--- src/hw/rtl/sorted_shift_register_queue_unit_macros.svh ---
// ----------------------------------------------------------------------------
// sorted shift register queue unit assertion macros
// shared concurrent assertion forms, clocked and reset-qualified
// ----------------------------------------------------------------------------
`ifndef SORTED_SHIFT_REGISTER_QUEUE_UNIT_MACROS_SVH
`define SORTED_SHIFT_REGISTER_QUEUE_UNIT_MACROS_SVH

// same-cycle implication, disabled while reset is asserted
`define SSRQ_ASSERT_NOW(label, clk, rst_n, ante, cons, msg) \
  label: assert property (@(posedge clk) disable iff (!rst_n) (ante) |-> (cons)) \
    else $error(msg);

// next-cycle implication, disabled while reset is asserted
`define SSRQ_ASSERT_NEXT(label, clk, rst_n, ante, cons, msg) \
  label: assert property (@(posedge clk) disable iff (!rst_n) (ante) |=> (cons)) \
    else $error(msg);

`endif

--- src/hw/rtl/ssrq_pkg.sv ---
// ----------------------------------------------------------------------------
// ssrq_pkg
// shared types and constants of the sorted shift register queue unit
// ----------------------------------------------------------------------------
package ssrq_pkg;

  localparam int JOB_W     = 16;
  localparam int POS_W     = 4;
  localparam int DEPTH_DEF = 10;

  // empty marker value after reset
  localparam logic [JOB_W-1:0] MARKER_RST = 16'hFFFF;

  // per-beat operation class, decided by the front
  typedef enum logic [1:0] {
    MODE_HOLD   = 2'd0,
    MODE_INS    = 2'd1,
    MODE_POP    = 2'd2,
    MODE_POPINS = 2'd3
  } mode_t;

  // command handed from front to back
  typedef struct packed {
    logic [JOB_W-1:0] job;
    logic [POS_W-1:0] idx;
    mode_t            mode;
  } cmd_t;

endpackage

--- src/hw/rtl/ssrq_front.sv ---
// ----------------------------------------------------------------------------
// ssrq_front
// accepts input beats, classifies them and forms the back-end command
// ----------------------------------------------------------------------------
module ssrq_front (
  input  logic                        in_push,
  output logic                        in_full,
  input  logic [ssrq_pkg::JOB_W-1:0]  in_new_job,
  input  logic [ssrq_pkg::POS_W-1:0]  in_insert_position,
  input  logic                        in_pop_req,
  input  logic [ssrq_pkg::JOB_W-1:0]  empty_marker,
  input  logic                        q_full,
  output logic                        q_wr,
  output ssrq_pkg::cmd_t              q_wdata
);

  logic ins;

  assign ins     = (in_new_job != empty_marker);
  assign in_full = q_full;
  assign q_wr    = in_push && !q_full;

  always_comb begin
    q_wdata.job  = in_new_job;
    q_wdata.idx  = in_insert_position;
    q_wdata.mode = ssrq_pkg::MODE_HOLD;
    if (ins && in_pop_req) begin
      q_wdata.mode = ssrq_pkg::MODE_POPINS;
      // job lands one slot nearer the head; positions 0 and 1 both mean head
      if (in_insert_position <= ssrq_pkg::POS_W'(1)) begin
        q_wdata.idx = '0;
      end else begin
        q_wdata.idx = in_insert_position - ssrq_pkg::POS_W'(1);
      end
    end else if (ins) begin
      q_wdata.mode = ssrq_pkg::MODE_INS;
    end else if (in_pop_req) begin
      q_wdata.mode = ssrq_pkg::MODE_POP;
    end
  end

endmodule

--- src/hw/rtl/ssrq_cmd_fifo.sv ---
// ----------------------------------------------------------------------------
// ssrq_cmd_fifo
// two-entry command queue decoupling front and back
// ----------------------------------------------------------------------------
`include "sorted_shift_register_queue_unit_macros.svh"

module ssrq_cmd_fifo (
  input  logic           clk,
  input  logic           rst_n,
  input  logic           wr,
  input  ssrq_pkg::cmd_t wdata,
  output logic           full,
  input  logic           rd,
  output logic           valid,
  output ssrq_pkg::cmd_t rdata
);

  ssrq_pkg::cmd_t mem_r [2];
  logic           wr_ptr_r, wr_ptr_nxt;
  logic           rd_ptr_r, rd_ptr_nxt;
  logic [1:0]     cnt_r, cnt_nxt;
  logic           do_wr, do_rd;

  assign full  = (cnt_r == 2'd2);
  assign valid = (cnt_r != 2'd0);
  assign rdata = mem_r[rd_ptr_r];
  assign do_wr = wr && !full;
  assign do_rd = rd && valid;

  always_comb begin
    wr_ptr_nxt = wr_ptr_r ^ do_wr;
    rd_ptr_nxt = rd_ptr_r ^ do_rd;
    cnt_nxt    = cnt_r + 2'(do_wr) - 2'(do_rd);
  end

  always_ff @(posedge clk) begin
    if (!rst_n) begin
      wr_ptr_r <= 1'b0;
      rd_ptr_r <= 1'b0;
      cnt_r    <= 2'd0;
    end else begin
      wr_ptr_r <= wr_ptr_nxt;
      rd_ptr_r <= rd_ptr_nxt;
      cnt_r    <= cnt_nxt;
    end
  end

  always_ff @(posedge clk) begin
    if (do_wr) begin
      mem_r[wr_ptr_r] <= wdata;
    end
  end

  `SSRQ_ASSERT_NOW(a_cnt_range, clk, rst_n, 1'b1, cnt_r != 2'd3, "cmd fifo count out of range")
  `SSRQ_ASSERT_NOW(a_ptr_match, clk, rst_n, (cnt_r == 2'd0) || (cnt_r == 2'd2), wr_ptr_r == rd_ptr_r, "cmd fifo pointers disagree with count")

endmodule

--- src/hw/rtl/ssrq_back.sv ---
// ----------------------------------------------------------------------------
// ssrq_back
// slot array update, entry count and result register
// ----------------------------------------------------------------------------
`include "sorted_shift_register_queue_unit_macros.svh"

module ssrq_back #(
  parameter int DEPTH = ssrq_pkg::DEPTH_DEF
) (
  input  logic                        clk,
  input  logic                        rst_n,
  input  logic [ssrq_pkg::JOB_W-1:0]  empty_marker,
  input  logic                        q_valid,
  input  ssrq_pkg::cmd_t              q_rdata,
  output logic                        q_rd,
  output logic                        out_empty,
  input  logic                        out_pop,
  output logic [ssrq_pkg::JOB_W-1:0]  out_head_job,
  output logic [ssrq_pkg::JOB_W-1:0]  out_popped_job,
  output logic                        out_full_res
);

  localparam int JW   = ssrq_pkg::JOB_W;
  localparam int CNTW = $clog2(DEPTH + 1);
  localparam int IW   = ($clog2(DEPTH) > ssrq_pkg::POS_W) ? $clog2(DEPTH) : ssrq_pkg::POS_W;

  logic [JW-1:0]   slot_r    [DEPTH];
  logic [JW-1:0]   slot_nxt  [DEPTH];
  logic [JW-1:0]   left_w    [DEPTH];
  logic [JW-1:0]   right_w   [DEPTH];
  logic [CNTW-1:0] cnt_r, cnt_nxt;
  logic            out_valid_r, out_valid_nxt;
  logic [IW-1:0]   idx_ext;
  logic            take;
  logic            is_ins, is_pop;

  assign take    = q_valid && (!out_valid_r || out_pop);
  assign q_rd    = take;
  assign idx_ext = IW'(q_rdata.idx);
  assign is_ins  = (q_rdata.mode == ssrq_pkg::MODE_INS) || (q_rdata.mode == ssrq_pkg::MODE_POPINS);
  assign is_pop  = (q_rdata.mode == ssrq_pkg::MODE_POP) || (q_rdata.mode == ssrq_pkg::MODE_POPINS);

  for (genvar i = 0; i < DEPTH; i++) begin : g_slot
    if (i == DEPTH - 1) begin : g_left_edge
      assign left_w[i] = empty_marker;
    end else begin : g_left
      assign left_w[i] = slot_r[i+1];
    end
    if (i == 0) begin : g_right_edge
      assign right_w[i] = empty_marker;
    end else begin : g_right
      assign right_w[i] = slot_r[i-1];
    end

    always_comb begin
      case (q_rdata.mode)
        ssrq_pkg::MODE_INS: begin
          if (IW'(i) < idx_ext) begin
            slot_nxt[i] = slot_r[i];
          end else if (IW'(i) == idx_ext) begin
            slot_nxt[i] = q_rdata.job;
          end else begin
            slot_nxt[i] = right_w[i];
          end
        end
        ssrq_pkg::MODE_POPINS: begin
          if (IW'(i) < idx_ext) begin
            slot_nxt[i] = left_w[i];
          end else if (IW'(i) == idx_ext) begin
            slot_nxt[i] = q_rdata.job;
          end else begin
            slot_nxt[i] = slot_r[i];
          end
        end
        ssrq_pkg::MODE_POP: slot_nxt[i] = left_w[i];
        default:            slot_nxt[i] = slot_r[i];
      endcase
    end
  end

  // saturating entry count
  always_comb begin
    cnt_nxt = cnt_r;
    if (is_ins && !is_pop && (cnt_r != CNTW'(DEPTH))) begin
      cnt_nxt = cnt_r + CNTW'(1);
    end else if (is_pop && !is_ins && (cnt_r != '0)) begin
      cnt_nxt = cnt_r - CNTW'(1);
    end
  end

  always_comb begin
    out_valid_nxt = out_valid_r;
    if (take) begin
      out_valid_nxt = 1'b1;
    end else if (out_pop) begin
      out_valid_nxt = 1'b0;
    end
  end

  always_ff @(posedge clk) begin
    if (!rst_n) begin
      for (int k = 0; k < DEPTH; k++) begin
        slot_r[k] <= ssrq_pkg::MARKER_RST;
      end
      cnt_r       <= '0;
      out_valid_r <= 1'b0;
    end else begin
      if (take) begin
        for (int k = 0; k < DEPTH; k++) begin
          slot_r[k] <= slot_nxt[k];
        end
        cnt_r <= cnt_nxt;
      end
      out_valid_r <= out_valid_nxt;
    end
  end

  always_ff @(posedge clk) begin
    if (take) begin
      out_head_job   <= slot_nxt[0];
      out_popped_job <= is_pop ? slot_r[0] : empty_marker;
      out_full_res   <= (cnt_nxt == CNTW'(DEPTH));
    end
  end

  assign out_empty = !out_valid_r;

  `SSRQ_ASSERT_NOW(a_cnt_max, clk, rst_n, 1'b1, cnt_r <= CNTW'(DEPTH), "entry count above depth")
  `SSRQ_ASSERT_NEXT(a_full_flag, clk, rst_n, take, out_full_res == (cnt_r == CNTW'(DEPTH)), "full flag disagrees with entry count")
  `SSRQ_ASSERT_NEXT(a_hold_state, clk, rst_n, !take, $stable(cnt_r) && $stable(slot_r[0]), "slot state changed without a command")

endmodule

--- src/hw/rtl/sorted_shift_register_queue_unit.sv ---
// ----------------------------------------------------------------------------
// sorted_shift_register_queue_unit
// register-array sorted job queue with a classifying front, a command queue
// and a slot-update back end
// ----------------------------------------------------------------------------
//
//   channel  | ports                                         | beat when
//   ---------+-----------------------------------------------+------------------
//   input    | in_push, in_full, in_new_job,                 | in_push && !in_full
//            | in_insert_position, in_pop_req                |
//   result   | out_empty, out_pop, out_head_job,             | out_pop && !out_empty
//            | out_popped_job, out_full_res                  |
//   config   | cfg_wr_en, cfg_wr_data (empty marker)         | cfg_wr_en
//
// one beat per cycle sustained while the result side keeps popping; the whole slot array updates together
// an accepted beat is written into the command queue, then loaded into the result
// register when the back takes it (result register empty or being popped)
// rst_n is synchronous: slots return to 0xffff, count to zero, queues empty
// a stalled result side fills the two-entry command queue, then raises in_full
// ----------------------------------------------------------------------------
module sorted_shift_register_queue_unit #(
  parameter int DEPTH = ssrq_pkg::DEPTH_DEF
) (
  input  logic                        clk,
  input  logic                        rst_n,
  // configuration
  input  logic                        cfg_wr_en,
  input  logic [ssrq_pkg::JOB_W-1:0]  cfg_wr_data,
  // input beats
  input  logic                        in_push,
  output logic                        in_full,
  input  logic [ssrq_pkg::JOB_W-1:0]  in_new_job,
  input  logic [ssrq_pkg::POS_W-1:0]  in_insert_position,
  input  logic                        in_pop_req,
  // result beats
  output logic                        out_empty,
  input  logic                        out_pop,
  output logic [ssrq_pkg::JOB_W-1:0]  out_head_job,
  output logic [ssrq_pkg::JOB_W-1:0]  out_popped_job,
  output logic                        out_full_res
);

  // empty marker register; the user must write it only while idle, the block does not enforce this
  logic [ssrq_pkg::JOB_W-1:0] marker_r, marker_nxt;

  // front to command queue
  logic           q_wr;
  ssrq_pkg::cmd_t q_wdata;
  logic           q_full;

  // command queue to back
  logic           q_rd;
  logic           q_valid;
  ssrq_pkg::cmd_t q_rdata;

  assign marker_nxt = cfg_wr_en ? cfg_wr_data : marker_r;

  always_ff @(posedge clk) begin
    if (!rst_n) begin
      marker_r <= ssrq_pkg::MARKER_RST;
    end else begin
      marker_r <= marker_nxt;
    end
  end

  // front: accept and classify the beat
  ssrq_front u_front (
    .in_push            (in_push),
    .in_full            (in_full),
    .in_new_job         (in_new_job),
    .in_insert_position (in_insert_position),
    .in_pop_req         (in_pop_req),
    .empty_marker       (marker_r),
    .q_full             (q_full),
    .q_wr               (q_wr),
    .q_wdata            (q_wdata)
  );

  // short queue between front and back
  ssrq_cmd_fifo u_cmd_fifo (
    .clk   (clk),
    .rst_n (rst_n),
    .wr    (q_wr),
    .wdata (q_wdata),
    .full  (q_full),
    .rd    (q_rd),
    .valid (q_valid),
    .rdata (q_rdata)
  );

  // back: slot update and result register
  ssrq_back #(
    .DEPTH (DEPTH)
  ) u_back (
    .clk            (clk),
    .rst_n          (rst_n),
    .empty_marker   (marker_r),
    .q_valid        (q_valid),
    .q_rdata        (q_rdata),
    .q_rd           (q_rd),
    .out_empty      (out_empty),
    .out_pop        (out_pop),
    .out_head_job   (out_head_job),
    .out_popped_job (out_popped_job),
    .out_full_res   (out_full_res)
  );

endmodule
--- config.mk ---
export PLATFORM = sky130hd
export DESIGN_NAME = sorted_shift_register_queue_unit
export DESIGN_NICKNAME = d
export VERILOG_FILES = /design/src/hw/rtl/ssrq_pkg.sv /design/src/hw/rtl/ssrq_front.sv /design/src/hw/rtl/ssrq_cmd_fifo.sv /design/src/hw/rtl/ssrq_back.sv /design/src/hw/rtl/sorted_shift_register_queue_unit.sv
export VERILOG_INCLUDE_DIRS = /design/src /design/src/hw/rtl
export SDC_FILE = /design/constraint.sdc
export NUM_CORES = 1
export LEC_CHECK = 0
export BUFFER_PORTS_ARGS = -buffer_cell sky130_fd_sc_hd__clkbuf_2
export CORE_UTILIZATION = 58
export CTS_BUF_LIST = sky130_fd_sc_hd__clkbuf_2 sky130_fd_sc_hd__clkbuf_4 sky130_fd_sc_hd__clkbuf_8
export DETAILED_ROUTE_END_ITERATION = 16
export PLACE_DENSITY = 0.85
export SLEW_MARGIN = 20
export SYNTH_ARGS = -nofsm -noshare
export SYNTH_HDL_FRONTEND = slang
export SYNTH_HIERARCHICAL = 1
export SYNTH_SLANG_ARGS = --single-unit
--- constraint.sdc ---
create_clock -name clk -period 4.15 [get_ports clk]
set_input_delay 0.415 -clock clk [delete_from_list [all_inputs] [get_ports clk]]
set_output_delay 0.415 -clock clk [all_outputs]
set_load 0.03 [all_outputs]
==> results.txt <==
----------------------------------------------------
[Detailed routing]
  DRC marker count from the first detailed-route iteration ... 1486
  DRC violations left ... 0
  Post-DRT Antenna Nets ... 0
  Vias ... 11160
  Wire length per cell after detailed routing ... 24.14 um
  Number of vias per cell ... 6.686
  Pre-antenna DRT Iters ... 6
  Total Wirelength ... 40290 um

[Cells and area]
  Number of antenna diodes ... 0
  Fraction of final layout cells sized beyond drive strength 1 ... 22.03%
  Layout overhead on the synthesized area ... 8.497%
  Number of nets at the end of the flow ... 1358

[CTS]
  Later-pin clock latency in the skew report ... 560 ps
  Count of instances resized after the clock tree is built ... 0
  Post-CTS clock slew at the launch and capture registers of the worst setup and hold paths ... 60 ps
  Setup Buffers After CTS ... 0
  Max clock buf depth ... 3
  TritonCTS clock tree ... yes
  Root buf cell ... sky130_fd_sc_hd__clkbuf_8
  Number of hold-repair buffers added at the cts stage ... 0
  CTS HTree Levels ... 2
  Clock buffers created by TritonCTS ... 43
  CTS sink count ... 263

[Placed design]
  Detailed Place HPWL ... 26790 um
  Gpl congestion ... 1.009
  Port bufs ... 76

[Synthesis]
  Post-Syn Nets ... 1357
  Number of warnings printed during yosys synthesis ... 6
  Synth cell types ... 63
  Async S/R FF share, synth ... 0%
  Share of Yosys cell area claimed by the top area cell type ... 48.19%
  Number of cells produced by synthesis ... 1306
  Mapped Area ... 14770 sq um
  Ys flop type ... sky130_fd_sc_hd__edfxtp_1
  Number of enable-type register cells in the synthesized netlist ... 237
  Most frequent cell after synthesis ... sky130_fd_sc_hd__edfxtp_1
  Leading area contributor after synthesis ... sky130_fd_sc_hd__edfxtp_1
  Syn_area_per_cell ... 11.31 sq um
  Flip-flop and latch count after synthesis ... 263
  Synth cell count leaders ... sky130_fd_sc_hd__edfxtp_1, sky130_fd_sc_hd__mux2i_1, sky130_fd_sc_hd__nand2_1, sky130_fd_sc_hd__clkbuf_1, sky130_fd_sc_hd__o21ai_0
  Register area share after synthesis ... 51.71%
  Cell types with the largest area share after synthesis ... sky130_fd_sc_hd__edfxtp_1, sky130_fd_sc_hd__mux2i_1, sky130_fd_sc_hd__mux2_2

[Global route]
  Initial antenna violation count ... 0
  Largest net degree at the start of global routing ... 67
  Aggregate global-route resource usage ... 31.10%
  Via count of the first global-routing pass ... 10870
  Overflow after GRT ... 0
  Global-route wire length before repair ... 61930 um

[Power and ir drop]
  Switching component of the power ... 4196 uW
  Clock network fraction of design power ... 22.4%
  LEAKAGE ... 0.005281 uW
  Share of total power in sequential cells ... 36.2%
  Cell-internal power ... 6157 uW
  Fraction of power consumed by combinational cells ... 41.5%
  Pwr dens ... 646.1 nW/um^2
  Worst VDD drop ... 0.0003801 V
  Switching share of power ... 40.53%

[Status]
  Run status ... complete, no violations

[STA]
  Total count of hold-check failures in the final report ... 0
  Skew final ... 15.05 ps
  Worst hold margin ... 71.26 ps
  Number of max-slew violations in the final report ... 0
  Final Critical Period ... 3039 ps
  F_max ... 329.1 MHz
  Final-report setup violation count ... 0
  Fin Setup TNS ... 0 ps
  Final worst path period share ... 73.23%
  RSZ-0062 raised after global routing ... false
  Worst slew margin relative to its limit ... 23.73%
  Actual transition at the worst max-transition pin ... 1144 ps

[Flow run]
  Max_cap viols ... 0

[Critical path]
  Capture point of the critical path ... u_back/slot_r[1][11]
  Crit path max-delay cell type ... sky130_fd_sc_hd__or4b_2
  Worst path cell trace ... mux2_2 > or4b_2 > nand2_1 > o21ai_0 > o21ai_1 > buf_4
  Required time at the worst-slack endpoint ... 4400 ps
  Data arrival time of the critical path ... 3280 ps
  Kind of cell with the highest combined delay on the critical path ... simple AND/OR/NAND/NOR gates
  Critical Path End Type ... flip-flop
  WS Path Type ... reg2reg
  Slowest Stage Delay on Critical Path ... 1020 ps
  Crit-path max FO ... 18
  Kind of launch point of the worst setup path ... flip-flop
  Depth of the most critical reg-to-reg path ... 6
  Setup slack on the worst flop-to-flop path ... 1110 ps
  Number of cells on the critical path ... 6
  Endpoint of the worst register-to-register path ... u_back/slot_r[1][11]
  CP Buf/Inv Count ... 1

[Floorplanning]
  Number of primary I/O pins ... 77
  Die area ... 26110 sq um
  Effective utilization at floorplan ... 58.82%
  Die outline width ... 161.6 um
  FP Rows ... 58
  Area of the core region ... 25110 sq um
  Height of the die ... 161.6 um

[Worst hold path]
  Hold WC Path Type ... in2reg

----------------------------------------------------
==> worst min-delay path by stage <==
stage                             start                 endpoint  slack [ps]  depth (start not counted)
finish                  cfg_wr_data[12]             marker_r[12]          70                          3
detailed placement  u_cmd_fifo/rd_ptr_r      u_cmd_fifo/rd_ptr_r         480                          2
global placement    u_cmd_fifo/rd_ptr_r      u_cmd_fifo/rd_ptr_r         460                          2
global route              in_new_job[5]  u_cmd_fifo/mem_r[0][11]          60                          1
CTS                     cfg_wr_data[12]             marker_r[12]          50                          3
floorplan           u_cmd_fifo/rd_ptr_r                flip-flop         450                          2
==> power by group through the flow <==
stage                     registers [uW]  logic (uW)  clock network (uW)
after CTS                           3730        4200                2340
after global routing                3760        4560                2460
after floorplan                     3800        3040                   0
after global placement              3770        4040                   0
final                               3750        4290                2310
after detailed placement            3780        4170                   0
==> metrics by stage <==
step | util (%) | cell area [sq um] | setup WS [ps] | std cells | power, uW
6_report | 63.82 | 16020 | 1111 | 1669 | 10350
5_1_grt | 63.82 | 16020 | 962.2 | 1669 | 10780
4_1_cts | 63.82 | 16020 | 1149 | 1669 | 10270
3_5_place_dp | 60.31 | 15140 | 1145 | 1592 | 7951
3_3_place_gp | 60.31 | 15140 | 1214 | 1592 | 7811
2_1_floorplan | - | 14770 | 60.91 | 1306 | 6845
==> worst min-delay path, stage by stage <==
cell,delay (ps)
sky130_fd_sc_hd__clkbuf_2,70
sky130_fd_sc_hd__mux2i_1,50
sky130_fd_sc_hd__nand2_1,60
==> layout by cell type, fill, tap and decap left out, drive strengths merged, types with 10 or more instances in the layout <==
cell	Yosys	routed
nor2b	39	39
dfxtp	26	26
nor2	24	24
xor2	16	16
clkbuf	87	142
a22oi	49	49
buf	64	31
o211ai	22	22
nand2b	22	22
clkinv	1	10
o221a	15	15
a211oi	49	49
nand2	137	137
and2	20	20
and3	52	52
inv	15	16
edfxtp	237	237
mux2	71	71
mux2i	142	142
a21oi	32	32
nand3	22	22
a21o	12	12
o21ai	78	78
==> flip-flops by register name (all words and copies together) (netlist names), named ones only <==
signal,cells
marker_r,16
u_back/cnt_r,4
u_back/out_full_res,1
u_back/out_head_job,16
u_back/out_popped_job,16
u_back/out_valid_r,1
u_back/slot_r,160
u_cmd_fifo/cnt_r,2
u_cmd_fifo/mem_r,44
u_cmd_fifo/rd_ptr_r,1
u_cmd_fifo/wr_ptr_r,1
==> routing by layer <==
metal	part of all wire [%]	global-route usage (%)	up-vias	wire [um]
met5	0	0	-	0
met4	5.2	17.20	0	2087
met3	9.7	5.187	153	3898
met2	46	49.12	761	18670
met1	39	40.96	5370	15640
li1	-	-	4875	-
==> logic make-up (layout without fill, tap and decap cells) <==
group	after synthesis	count (layout)	synth area share (%)
AO/OA/AOI/OAI	283	283	13.28
XOR/XNOR	17	17	1.101
adder cells (fa/ha/maj)	9	9	0.7625
buffers and inverters	167	200	5.439
flip-flops	263	263	51.71
multiplexers	213	213	15.04
AND/OR/NAND/NOR	354	354	12.67
==> final cells by class <==
cell class	instances	area, sq um
tap	330	412.9
fill	1916	9085
multi-input combinational	876	6419
clock inverter	11	55.05
inverter	16	60.06
timing repair buffer	107	613.1
sequential	263	7637
clock buffer	66	827.0
(Power assumes the default switching activity.)
